`src/rtl/lpt_pkg.sv`:
```
// shared types, codes and defaults of the multichannel led pattern timer
package lpt_pkg;

    localparam int DEF_CHANNELS = 8;
    localparam int MASK_W       = 8;
    localparam int CHAN_W       = 3;
    localparam int MODE_W       = 3;
    localparam int OP_W         = 2;
    localparam int PERIOD_W     = 16;
    localparam int COUNT_W      = 32;
    localparam int CFG_IDX_W    = 3;
    localparam int CFG_DATA_W   = 16;

    // pattern modes
    localparam logic [MODE_W-1:0] MODE_OFF        = 3'd0;
    localparam logic [MODE_W-1:0] MODE_ON         = 3'd1;
    localparam logic [MODE_W-1:0] MODE_BLINK      = 3'd2;
    localparam logic [MODE_W-1:0] MODE_PULSE      = 3'd3;
    localparam logic [MODE_W-1:0] MODE_ON_TIMED   = 3'd4;
    localparam logic [MODE_W-1:0] MODE_FAST_TIMED = 3'd5;

    // operations
    localparam logic [OP_W-1:0] OP_TICK      = 2'd0;
    localparam logic [OP_W-1:0] OP_SET_MODE  = 2'd1;
    localparam logic [OP_W-1:0] OP_SET_TIMED = 2'd2;
    localparam logic [OP_W-1:0] OP_SET_LEVEL = 2'd3;

    // configuration register indexes
    localparam logic [CFG_IDX_W-1:0] CFG_BLINK_PERIOD = 3'd0;
    localparam logic [CFG_IDX_W-1:0] CFG_PULSE_LENGTH = 3'd1;
    localparam logic [CFG_IDX_W-1:0] CFG_FAST_PERIOD  = 3'd2;
    localparam logic [CFG_IDX_W-1:0] CFG_ENABLE_MASK  = 3'd3;
    localparam logic [CFG_IDX_W-1:0] CFG_ACTIVE_HIGH  = 3'd4;

    // configuration reset values
    localparam logic [PERIOD_W-1:0] RST_BLINK_PERIOD = 16'd500;
    localparam logic [PERIOD_W-1:0] RST_PULSE_LENGTH = 16'd100;
    localparam logic [PERIOD_W-1:0] RST_FAST_PERIOD  = 16'd100;
    localparam logic [MASK_W-1:0]   RST_ENABLE_MASK  = 8'h00;
    localparam logic [MASK_W-1:0]   RST_ACTIVE_HIGH  = 8'hFF;

    // sequencer states
    typedef enum logic [2:0] {
        S_IDLE,
        S_SWEEP,
        S_CMD,
        S_WAIT,
        S_RESP
    } t_state;

    // per-channel entry held in the state memory
    typedef struct packed {
        logic [MODE_W-1:0]   mode;
        logic [PERIOD_W-1:0] since_change;
        logic [COUNT_W-1:0]  since_start;
        logic [COUNT_W-1:0]  duration;
    } t_chan_state;

    localparam int STATE_W = $bits(t_chan_state);

    // latched command transaction
    typedef struct packed {
        logic [OP_W-1:0]    op;
        logic [MODE_W-1:0]  new_mode;
        logic [COUNT_W-1:0] duration_ms;
        logic               level;
    } t_cmd;

    // timing registers seen by the update unit
    typedef struct packed {
        logic [PERIOD_W-1:0] blink_period;
        logic [PERIOD_W-1:0] pulse_length;
        logic [PERIOD_W-1:0] fast_period;
    } t_periods;

    // update unit result
    typedef struct packed {
        t_chan_state next;
        logic        state_we;
        logic        lit;
        logic        lit_we;
    } t_upd;

endpackage

```
`src/rtl/lpt_ram.sv`:
```
// generic single write port, single read port ram with registered read
module lpt_ram #(
    parameter int WIDTH = 8,
    parameter int DEPTH = 8
) (
    input  logic                                  i_clk,
    input  logic                                  i_we,
    input  logic [(DEPTH > 1 ? $clog2(DEPTH) : 1)-1:0] i_waddr,
    input  logic [WIDTH-1:0]                      i_wdata,
    input  logic [(DEPTH > 1 ? $clog2(DEPTH) : 1)-1:0] i_raddr,
    output logic [WIDTH-1:0]                      o_rdata
);

    logic [WIDTH-1:0] r_mem [DEPTH];
    logic [WIDTH-1:0] r_rdata;

    // write port
    always_ff @(posedge i_clk) begin
        if (i_we) begin
            r_mem[i_waddr] <= i_wdata;
        end
    end

    // registered read port
    always_ff @(posedge i_clk) begin
        r_rdata <= r_mem[i_raddr];
    end

    assign o_rdata = r_rdata;

endmodule

```
`src/rtl/lpt_upd.sv`:
```
// read-modify-write update of one channel entry for a tick or a command
module lpt_upd (
    input  logic                  i_tick,
    input  lpt_pkg::t_cmd         i_cmd,
    input  lpt_pkg::t_chan_state  i_cur,
    input  logic                  i_lit,
    input  lpt_pkg::t_periods     i_periods,
    output lpt_pkg::t_upd         o_upd
);

    logic [lpt_pkg::PERIOD_W-1:0] sc_inc;
    logic [lpt_pkg::COUNT_W-1:0]  ss_inc;
    logic                         expired;
    logic                         mode_ok;

    // saturating elapsed counters
    assign sc_inc = (i_cur.since_change == '1) ? i_cur.since_change
                                               : i_cur.since_change + 1'b1;
    assign ss_inc = (i_cur.since_start == '1) ? i_cur.since_start
                                              : i_cur.since_start + 1'b1;
    assign expired = (i_cur.duration != '0) && (ss_inc >= i_cur.duration);
    assign mode_ok = (i_cmd.new_mode <= lpt_pkg::MODE_FAST_TIMED);

    // next entry and lit state
    always_comb begin
        o_upd.next     = i_cur;
        o_upd.state_we = 1'b0;
        o_upd.lit      = i_lit;
        o_upd.lit_we   = 1'b0;
        if (i_tick) begin
            o_upd.next.since_change = sc_inc;
            o_upd.next.since_start  = ss_inc;
            o_upd.state_we          = 1'b1;
            case (i_cur.mode)
                lpt_pkg::MODE_BLINK: begin
                    if (sc_inc >= i_periods.blink_period) begin
                        o_upd.next.since_change = '0;
                        o_upd.lit               = ~i_lit;
                        o_upd.lit_we            = 1'b1;
                    end
                end
                lpt_pkg::MODE_PULSE: begin
                    if (sc_inc >= i_periods.pulse_length) begin
                        o_upd.next.mode         = lpt_pkg::MODE_OFF;
                        o_upd.next.since_change = '0;
                        o_upd.lit               = 1'b0;
                        o_upd.lit_we            = 1'b1;
                    end
                end
                lpt_pkg::MODE_ON_TIMED: begin
                    if (expired) begin
                        o_upd.next.mode         = lpt_pkg::MODE_OFF;
                        o_upd.next.since_change = '0;
                        o_upd.lit               = 1'b0;
                        o_upd.lit_we            = 1'b1;
                    end
                end
                lpt_pkg::MODE_FAST_TIMED: begin
                    if (expired) begin
                        o_upd.next.mode         = lpt_pkg::MODE_OFF;
                        o_upd.next.since_change = '0;
                        o_upd.lit               = 1'b0;
                        o_upd.lit_we            = 1'b1;
                    end else if (sc_inc >= i_periods.fast_period) begin
                        o_upd.next.since_change = '0;
                        o_upd.lit               = ~i_lit;
                        o_upd.lit_we            = 1'b1;
                    end
                end
                default: begin
                end
            endcase
        end else begin
            case (i_cmd.op)
                lpt_pkg::OP_SET_MODE: begin
                    if (mode_ok && (i_cur.mode != i_cmd.new_mode)) begin
                        o_upd.next.mode         = i_cmd.new_mode;
                        o_upd.next.since_change = '0;
                        o_upd.next.since_start  = '0;
                        o_upd.next.duration     = '0;
                        o_upd.state_we          = 1'b1;
                        o_upd.lit               = (i_cmd.new_mode != lpt_pkg::MODE_OFF);
                        o_upd.lit_we            = 1'b1;
                    end
                end
                lpt_pkg::OP_SET_TIMED: begin
                    if (mode_ok) begin
                        o_upd.next.mode         = i_cmd.new_mode;
                        o_upd.next.since_change = '0;
                        o_upd.next.since_start  = '0;
                        o_upd.next.duration     = i_cmd.duration_ms;
                        o_upd.state_we          = 1'b1;
                        o_upd.lit               = i_cmd.new_mode inside
                            {lpt_pkg::MODE_ON_TIMED, lpt_pkg::MODE_FAST_TIMED};
                        o_upd.lit_we            = 1'b1;
                    end
                end
                lpt_pkg::OP_SET_LEVEL: begin
                    o_upd.lit    = i_cmd.level;
                    o_upd.lit_we = 1'b1;
                end
                default: begin
                end
            endcase
        end
    end

endmodule

```
`src/rtl/multichannel_led_pattern_timer.sv`:
```
// top level of the multichannel led pattern timer: sequencer, state memory, outputs
//
// Usage: a transaction is accepted when i_start is high and o_busy is low; it
// carries i_op (tick, set mode, set timed mode, set level), i_channel,
// i_new_mode, i_duration_ms and i_level. Every transaction gives exactly one
// result, shown for one cycle with o_valid high: o_pin_levels, o_lit_states
// and o_channel_mode of the addressed channel. The receiver cannot stall.
// Configuration goes over the i_cfg_valid / o_cfg_ready channel (always
// ready) with i_cfg_index and i_cfg_data; the user must write it only while
// idle, as the block itself does not enforce this. Per-channel mode, counters
// and duration sit in one memory with a registered read; the lit states sit
// in flip-flops. Timing: a tick sweeps the memory one channel per cycle, reads
// overlapping the trailing write back, then waits for the last write and shows
// its result; a command reads, updates and writes its one channel, then shows
// its result. A new transaction can be accepted in the cycle that shows the
// result.
// Reset: synchronous i_rst_n clears configuration to defaults and marks every
// memory entry invalid, which reads as off with counters zero; no clearing
// pass is needed. Enabling a channel clears it the same way.
module multichannel_led_pattern_timer #(
    parameter int CHANNELS = lpt_pkg::DEF_CHANNELS
) (
    input  logic                              i_clk,
    input  logic                              i_rst_n,
    input  logic                              i_start,
    output logic                              o_busy,
    input  logic [lpt_pkg::OP_W-1:0]          i_op,
    input  logic [lpt_pkg::CHAN_W-1:0]        i_channel,
    input  logic [lpt_pkg::MODE_W-1:0]        i_new_mode,
    input  logic [lpt_pkg::COUNT_W-1:0]       i_duration_ms,
    input  logic                              i_level,
    output logic                              o_valid,
    output logic [lpt_pkg::MASK_W-1:0]        o_pin_levels,
    output logic [lpt_pkg::MASK_W-1:0]        o_lit_states,
    output logic [lpt_pkg::MODE_W-1:0]        o_channel_mode,
    input  logic                              i_cfg_valid,
    output logic                              o_cfg_ready,
    input  logic [lpt_pkg::CFG_IDX_W-1:0]     i_cfg_index,
    input  logic [lpt_pkg::CFG_DATA_W-1:0]    i_cfg_data
);

    localparam int AW = (CHANNELS > 1) ? $clog2(CHANNELS) : 1;

    lpt_pkg::t_state r_state, n_state;

    logic [AW-1:0]                   r_idx, n_idx;
    logic                            r_pend, n_pend;
    logic [AW-1:0]                   r_pend_idx, n_pend_idx;
    logic                            r_is_tick;
    logic                            r_target;
    logic [lpt_pkg::CHAN_W-1:0]      r_chn;
    lpt_pkg::t_cmd                   r_cmd;
    logic [lpt_pkg::MODE_W-1:0]      r_cmode;

    logic [lpt_pkg::PERIOD_W-1:0]    r_blink_period;
    logic [lpt_pkg::PERIOD_W-1:0]    r_pulse_length;
    logic [lpt_pkg::PERIOD_W-1:0]    r_fast_period;
    logic [lpt_pkg::MASK_W-1:0]      r_enable;
    logic [lpt_pkg::MASK_W-1:0]      r_active_high;

    logic [CHANNELS-1:0]             r_valid;
    logic [CHANNELS-1:0]             r_lit;

    logic                            accept;
    logic                            cfg_wr;
    logic                            target_in;
    logic [lpt_pkg::MASK_W-1:0]      en_rise;
    logic [AW-1:0]                   ram_raddr;
    logic [lpt_pkg::STATE_W-1:0]     ram_rdata;
    logic                            ram_we;
    lpt_pkg::t_chan_state            cur;
    lpt_pkg::t_periods               periods;
    lpt_pkg::t_upd                   upd;
    logic                            pend_gate;
    logic                            pend_is_target;

    // enable bit of a swept channel; channels past the mask width count as disabled
    function automatic logic chan_enabled(input logic [AW-1:0] idx,
                                          input logic [lpt_pkg::MASK_W-1:0] en);
        logic [31:0] w;
        w = 32'(idx);
        return (w < 32'(lpt_pkg::MASK_W)) && en[w[2:0]];
    endfunction

    assign accept      = i_start && !o_busy;
    assign o_cfg_ready = 1'b1;
    assign cfg_wr      = i_cfg_valid && o_cfg_ready;
    assign target_in   = (32'(i_channel) < 32'(CHANNELS)) && r_enable[i_channel];
    assign en_rise     = i_cfg_data[lpt_pkg::MASK_W-1:0] & ~r_enable;

    // configuration registers
    always_ff @(posedge i_clk) begin
        if (!i_rst_n) begin
            r_blink_period <= lpt_pkg::RST_BLINK_PERIOD;
            r_pulse_length <= lpt_pkg::RST_PULSE_LENGTH;
            r_fast_period  <= lpt_pkg::RST_FAST_PERIOD;
            r_enable       <= lpt_pkg::RST_ENABLE_MASK;
            r_active_high  <= lpt_pkg::RST_ACTIVE_HIGH;
        end else if (cfg_wr) begin
            case (i_cfg_index)
                lpt_pkg::CFG_BLINK_PERIOD: r_blink_period <= i_cfg_data;
                lpt_pkg::CFG_PULSE_LENGTH: r_pulse_length <= i_cfg_data;
                lpt_pkg::CFG_FAST_PERIOD:  r_fast_period  <= i_cfg_data;
                lpt_pkg::CFG_ENABLE_MASK:
                    r_enable <= i_cfg_data[lpt_pkg::MASK_W-1:0];
                lpt_pkg::CFG_ACTIVE_HIGH:
                    r_active_high <= i_cfg_data[lpt_pkg::MASK_W-1:0];
                default: begin
                end
            endcase
        end
    end

    // sequencer next state
    always_comb begin
        n_state = r_state;
        case (r_state)
            lpt_pkg::S_IDLE, lpt_pkg::S_RESP: begin
                if (i_start) begin
                    n_state = (i_op == lpt_pkg::OP_TICK) ? lpt_pkg::S_SWEEP
                                                        : lpt_pkg::S_CMD;
                end else begin
                    n_state = lpt_pkg::S_IDLE;
                end
            end
            lpt_pkg::S_SWEEP: begin
                if (r_idx == AW'(CHANNELS - 1)) begin
                    n_state = lpt_pkg::S_WAIT;
                end
            end
            lpt_pkg::S_CMD:  n_state = lpt_pkg::S_WAIT;
            lpt_pkg::S_WAIT: n_state = lpt_pkg::S_RESP;
            default:         n_state = lpt_pkg::S_IDLE;
        endcase
    end

    // sequencer outputs: memory read issue and sweep counter
    always_comb begin
        n_idx      = r_idx;
        n_pend     = 1'b0;
        n_pend_idx = r_pend_idx;
        ram_raddr  = r_idx;
        case (r_state)
            lpt_pkg::S_SWEEP: begin
                ram_raddr  = r_idx;
                n_pend     = 1'b1;
                n_pend_idx = r_idx;
                n_idx      = r_idx + 1'b1;
            end
            lpt_pkg::S_CMD: begin
                ram_raddr  = r_target ? AW'(r_chn) : '0;
                n_pend     = 1'b1;
                n_pend_idx = ram_raddr;
            end
            lpt_pkg::S_IDLE, lpt_pkg::S_RESP: begin
                n_idx = '0;
            end
            default: begin
            end
        endcase
    end

    assign o_busy  = !((r_state == lpt_pkg::S_IDLE) || (r_state == lpt_pkg::S_RESP));
    assign o_valid = (r_state == lpt_pkg::S_RESP);

    // sequencer registers
    always_ff @(posedge i_clk) begin
        if (!i_rst_n) begin
            r_state <= lpt_pkg::S_IDLE;
            r_pend  <= 1'b0;
        end else begin
            r_state <= n_state;
            r_pend  <= n_pend;
        end
    end

    always_ff @(posedge i_clk) begin
        r_idx      <= n_idx;
        r_pend_idx <= n_pend_idx;
    end

    // latch the accepted transaction
    always_ff @(posedge i_clk) begin
        if (accept) begin
            r_is_tick         <= (i_op == lpt_pkg::OP_TICK);
            r_target          <= target_in;
            r_chn             <= i_channel;
            r_cmd.op          <= i_op;
            r_cmd.new_mode    <= i_new_mode;
            r_cmd.duration_ms <= i_duration_ms;
            r_cmd.level       <= i_level;
        end
    end

    // state memory
    lpt_ram #(
        .WIDTH (lpt_pkg::STATE_W),
        .DEPTH (CHANNELS)
    ) u_state_ram (
        .i_clk   (i_clk),
        .i_we    (ram_we),
        .i_waddr (r_pend_idx),
        .i_wdata (upd.next),
        .i_raddr (ram_raddr),
        .o_rdata (ram_rdata)
    );

    // never-written or freshly enabled entries read as cleared
    assign cur = r_valid[r_pend_idx] ? lpt_pkg::t_chan_state'(ram_rdata) : '0;

    assign periods.blink_period = r_blink_period;
    assign periods.pulse_length = r_pulse_length;
    assign periods.fast_period  = r_fast_period;

    lpt_upd u_upd (
        .i_tick    (r_is_tick),
        .i_cmd     (r_cmd),
        .i_cur     (cur),
        .i_lit     (r_lit[r_pend_idx]),
        .i_periods (periods),
        .o_upd     (upd)
    );

    // ticks touch enabled channels only, commands only a valid target
    assign pend_gate = r_pend && (r_is_tick ? chan_enabled(r_pend_idx, r_enable) : r_target);
    assign ram_we    = pend_gate && upd.state_we;
    assign pend_is_target = pend_gate && r_target && (32'(r_pend_idx) == 32'(r_chn));

    // valid bits and lit states
    always_ff @(posedge i_clk) begin
        if (!i_rst_n) begin
            r_valid <= '0;
            r_lit   <= '0;
        end else begin
            if (ram_we) begin
                r_valid[r_pend_idx] <= 1'b1;
            end
            if (pend_gate && upd.lit_we) begin
                r_lit[r_pend_idx] <= upd.lit;
            end
            if (cfg_wr && (i_cfg_index == lpt_pkg::CFG_ENABLE_MASK)) begin
                for (int i = 0; i < CHANNELS; i++) begin
                    if (i < lpt_pkg::MASK_W) begin
                        if (en_rise[i]) begin
                            r_valid[i] <= 1'b0;
                            r_lit[i]   <= 1'b0;
                        end
                    end
                end
            end
        end
    end

    // mode of the addressed channel, captured as it passes the update unit
    always_ff @(posedge i_clk) begin
        if (accept) begin
            r_cmode <= lpt_pkg::MODE_OFF;
        end else if (pend_is_target) begin
            r_cmode <= upd.state_we ? upd.next.mode : cur.mode;
        end
    end

    // pin and lit vectors
    for (genvar g = 0; g < lpt_pkg::MASK_W; g++) begin : g_out
        if (g < CHANNELS) begin : g_live
            assign o_lit_states[g] = r_enable[g] && r_lit[g];
            assign o_pin_levels[g] = r_enable[g] && (r_lit[g] == r_active_high[g]);
        end else begin : g_none
            assign o_lit_states[g] = 1'b0;
            assign o_pin_levels[g] = 1'b0;
        end
    end

    assign o_channel_mode = r_target ? r_cmode : lpt_pkg::MODE_OFF;

`ifndef SYNTH
    // a memory write only ever completes a read issued the cycle before
    a_write_follows_read: assert property (@(posedge i_clk) disable iff (!i_rst_n)
        ram_we |-> $past(n_pend))
        else $error("state memory written without a pending read");

    // during a sweep the trailing write never hits the entry being read
    a_sweep_no_overlap: assert property (@(posedge i_clk) disable iff (!i_rst_n)
        (ram_we && (r_state == lpt_pkg::S_SWEEP)) |-> (r_pend_idx != ram_raddr))
        else $error("sweep write and read collide");

    // a result is shown only right after the last update
    a_result_after_wait: assert property (@(posedge i_clk) disable iff (!i_rst_n)
        o_valid |-> $past(r_state == lpt_pkg::S_WAIT))
        else $error("result without a finished update");

    // an accepted transaction keeps the block busy in the next cycle
    a_accept_busy: assert property (@(posedge i_clk) disable iff (!i_rst_n)
        accept |=> o_busy)
        else $error("accepted transaction did not start");

    // an unaddressable channel always reads as off
    a_no_target_off: assert property (@(posedge i_clk) disable iff (!i_rst_n)
        (o_valid && !r_target) |-> (o_channel_mode == lpt_pkg::MODE_OFF))
        else $error("mode reported for a disabled channel");
`endif

endmodule

```
`config.mk`:
```
export PLATFORM = sky130hd
export DESIGN_NAME = multichannel_led_pattern_timer
export DESIGN_NICKNAME = d
export VERILOG_FILES = /design/src/rtl/lpt_pkg.sv /design/src/rtl/lpt_ram.sv /design/src/rtl/lpt_upd.sv /design/src/rtl/multichannel_led_pattern_timer.sv
export SDC_FILE = /design/constraint.sdc
export NUM_CORES = 1
export LEC_CHECK = 0
export BUFFER_PORTS_ARGS = -buffer_cell sky130_fd_sc_hd__buf_4
export CORE_MARGIN = 2
export CORE_UTILIZATION = 45
export CTS_BUF_LIST = sky130_fd_sc_hd__clkbuf_8
export CTS_CLUSTER_DIAMETER = 150
export DETAILED_ROUTE_END_ITERATION = 12
export PLACE_DENSITY = 0.63
export SYNTH_ARGS = -nofsm -noshare
export SYNTH_HDL_FRONTEND = slang
export SYNTH_HIERARCHICAL = 1
export SYNTH_SLANG_ARGS = --single-unit
```
`constraint.sdc`:
```
create_clock -name i_clk -period 12 [get_ports i_clk]
set_input_delay 0.6 -clock i_clk [delete_from_list [all_inputs] [get_ports i_clk]]
set_output_delay 0.6 -clock i_clk [all_outputs]
set_load 0.03 [all_outputs]
```
==> results.md <==
* TritonCTS clock tree: yes
* Final period util at 67.2%
* Yosys top cell by area: edfxtp_1
* Yosys warns at 6
* Top post-synthesis cells by area: edfxtp_1, mux4_2, dfxtp_1
* Core Region at 82,400 sq um
* Post-DP Area at 39,200 sq um
* Slew Viols, Final at 0
* CP Launch Type: flip-flop
* Worst path required time at 12.70 ns
* DIE HEIGHT at 293 microns
* R2R Setup Slk at 3.94 ns
* Clock Pin Slew Worst Setup and Hold Paths at 0.06 ns
* GP Congestion at 0.864
* Vias in the first global route at 22,400
* Fin. Hold Viols at 0
* Power density over cell area at 194 nW/um^2
* CP arrival at 8.76 ns
* Syn Nets at 2,600
* Setup crit end kind: flip-flop
* Post-route cell area at 42,500 sq um
* Largest net degree at the start of global routing at 168
* Std-Cell Rows at 105
* Clock skew at 0.0426 ns
* ANT nets after route at 0
* Ports at 86
* CP Class: flip-flop to flip-flop
* Gate Count Post-Synth at 2,448
* PortBufs at 84
* Fill count at 6,686
* Critical-path maximum fanout at 45
* # clock sinks at 883
* VDD IR max at 0.000145 V
* Nets@finish at 2,783
* Die Area at 85,700 sq um
* Leak at 14.8 nW
* Max cap viols at 0
* Actual slew at the worst max-slew pin at 1.29 ns
* Post-CTS sizing at 0
* Tmin final at 8.06 ns
* Status: complete, no violations
* Number of synthesized flops with an enable pin at 713
* Starting Density at 45.5%
* Initial antenna violation count at 1
* Vias per inst at 5.61
* Syn-to-layout area delta at 13.2%
* Setup TNS at 0 ns
* Post-synthesis cell type count at 77
* Iteration-0 DRC count of the detailed router at 1,838
* Endpoints failing setup at 0
* Post-DP HPWL at 48,200 microns
* Worst skew pair latency at 0.80 ns
* Register area at 24,800 sq um
* First-pass GRT wire length at 130,000 microns
* Final WL at 83,600 microns
* Die W at 293 microns
* GRT overflow at 0
* RSZ-0062 raised after global routing: false
* #FFs+latches synth at 883
* Post-synth ARST share at 0%
* Total Power at 8.24 mW
* Multi-input combinational cell area at 11,800 sq um
* Mapped Area at 37,500 sq um
* H-tree Lvls at 4
* DR pass1 iterations at 5
* Number of remaining DRC errors at 0
* Mean Syn Cell Area at 15.3 sq um
* Dominant synthesized flop cell: edfxtp_1
* Area share of the largest cell type after synthesis at 57.1%
* Placed cell count at 3,513
* Fmax at 0.124 GHz
* Hold WC Path Type: input port to flip-flop
* Share of cells above drive strength 1 at 21.8%
* WL/cell at 21.9 microns
* Setup Buffers After CTS at 0
* CTS buffer count at 144
* Layout Cells excl Fill at 3,818
* Clock root cell: clkbuf_8
* Via Count at 21,400
* GRT Overall Usage at 19.8%
* Register area share after synthesis at 66.1%
* CTS Buffer Depth at 3
* Slew HR at 13.0%
## state kept, by name, summed over array words and instances (netlist names), 8 cells and up
signal / count
u_state_ram/r_mem: 664
u_state_ram/o_rdata: 83
r_cmd: 38
r_blink_period: 16
r_fast_period: 16
r_pulse_length: 16
r_active_high: 8
r_enable: 8
r_lit: 8
r_valid: 8
## critical path, stage by stage (launching register included)
cell,delay (ns)
edfxtp_1,0.84
nor2b_4,0.37
a221o_1,0.18
a22o_2,0.64
buf_4,0.56
and2_1,0.32
ha_1,0.20
and3_1,0.20
nand3_1,0.16
nor3_1,0.67
nor2_1,0.17
and3_1,0.24
xor2_1,0.31
ha_1,0.31
a21oi_1,0.13
o21ai_0,0.13
a2111oi_0,0.38
a21oi_1,0.13
o221ai_1,0.36
a211o_1,0.26
and3_1,0.62
a21oi_1,0.16
nor2b_1,0.22
nand4_1,0.17
mux2i_1,0.22
## path summary, 6_finish.rpt
path / startpoint / endpoint / cells after the start
worst min-delay path: i_cfg_data[9] / r_blink_period[9] / 3
worst max register to register: r_pend_idx[0] / r_lit[0] / 24
worst min register to register: r_valid[4] / r_valid[4] / 2
worst max-delay path: r_pend_idx[0] / r_lit[0] / 24
## report_power, final
part / switching [mW] / internal (mW)
Clock: 1.17 / 1.37
Sequential: 0.107 / 3.66
Combinational: 1.09 / 0.837
## synthesized netlist by cell type (all sizes together) (47+ instances only)
cell type / n
a21oi: 47
and2: 109
buf: 48
clkbuf: 70
dfxtp: 170
edfxtp: 713
ha: 88
inv: 109
mux2: 91
mux4: 170
nand2: 301
nor2: 47
o211ai: 51
o21ai: 69
## logic make-up (layout without fill, tap and decap cells)
| logic type | count (synthesis) | count (layout) | share of synthesized area, % |
|---|---|---|---|
| buffers and inverters | 227 | 526 | 2.67 |
| muxes | 277 | 277 | 13.4 |
| AOI/OAI and AO/OA | 308 | 308 | 5.65 |
| DFF | 883 | 883 | 66.1 |
| and+or+nand+nor | 609 | 609 | 7.92 |
| xor gates and xnor gates | 55 | 55 | 1.30 |
| adders and majority gates | 88 | 88 | 2.94 |
| other | 1 | 2 | 0.0100 |
## layout make-up
| cell class | count | share of cell area (%) |
|---|---|---|
| Antenna cell | 1 | 0.00589 |
| Timing Repair Buffer | 155 | 3.05 |
| Multi-Input combinational cell | 1338 | 27.7 |
| Clock buffer | 165 | 5.35 |
| Clock inverter | 97 | 1.33 |
| Tap cell | 1070 | 3.15 |
| Sequential cell | 883 | 58.4 |
| Inverter | 109 | 0.963 |
## routing by layer
metal	GRT usage [%]	up-vias	wire length [microns]
li1	-	9740	-
met3	3.26	123	3880
met4	6.28	0	1660
met2	33.0	568	41000
met1	26.7	11000	37100
met5	0	-	0
## cell usage in the layout, fill, tap and decap left out, drive strengths merged, types with 47 or more instances in the layout
cell,synthesis,routed
edfxtp,713,713
nand2,301,301
mux4,170,170
dfxtp,170,170
inv,109,166
clkbuf,70,165
buf,48,113
and2,109,109
mux2,91,91
ha,88,88
o21ai,69,69
o211ai,51,51
a21oi,47,47
nor2,47,47
## through the flow
step | hold WS [ns] | util [%] | worst slack [ns]
detailed placement | 0.448 | 47.6 | 4.02
finish | 0.0819 | 51.6 | 3.94
CTS | 0.0242 | 51.6 | 3.99
global placement | 0.444 | 47.6 | 4.12
global route | 0.0596 | 51.6 | 3.14
floorplan | 0.420 | - | 2.52
## timing repair
action,CTS,global route
hold buffers,42,0
setup endpoints to repair,0,0
endpoints found under the hold margin,42,0
Note: power is estimated with default switching activity, not from simulation.
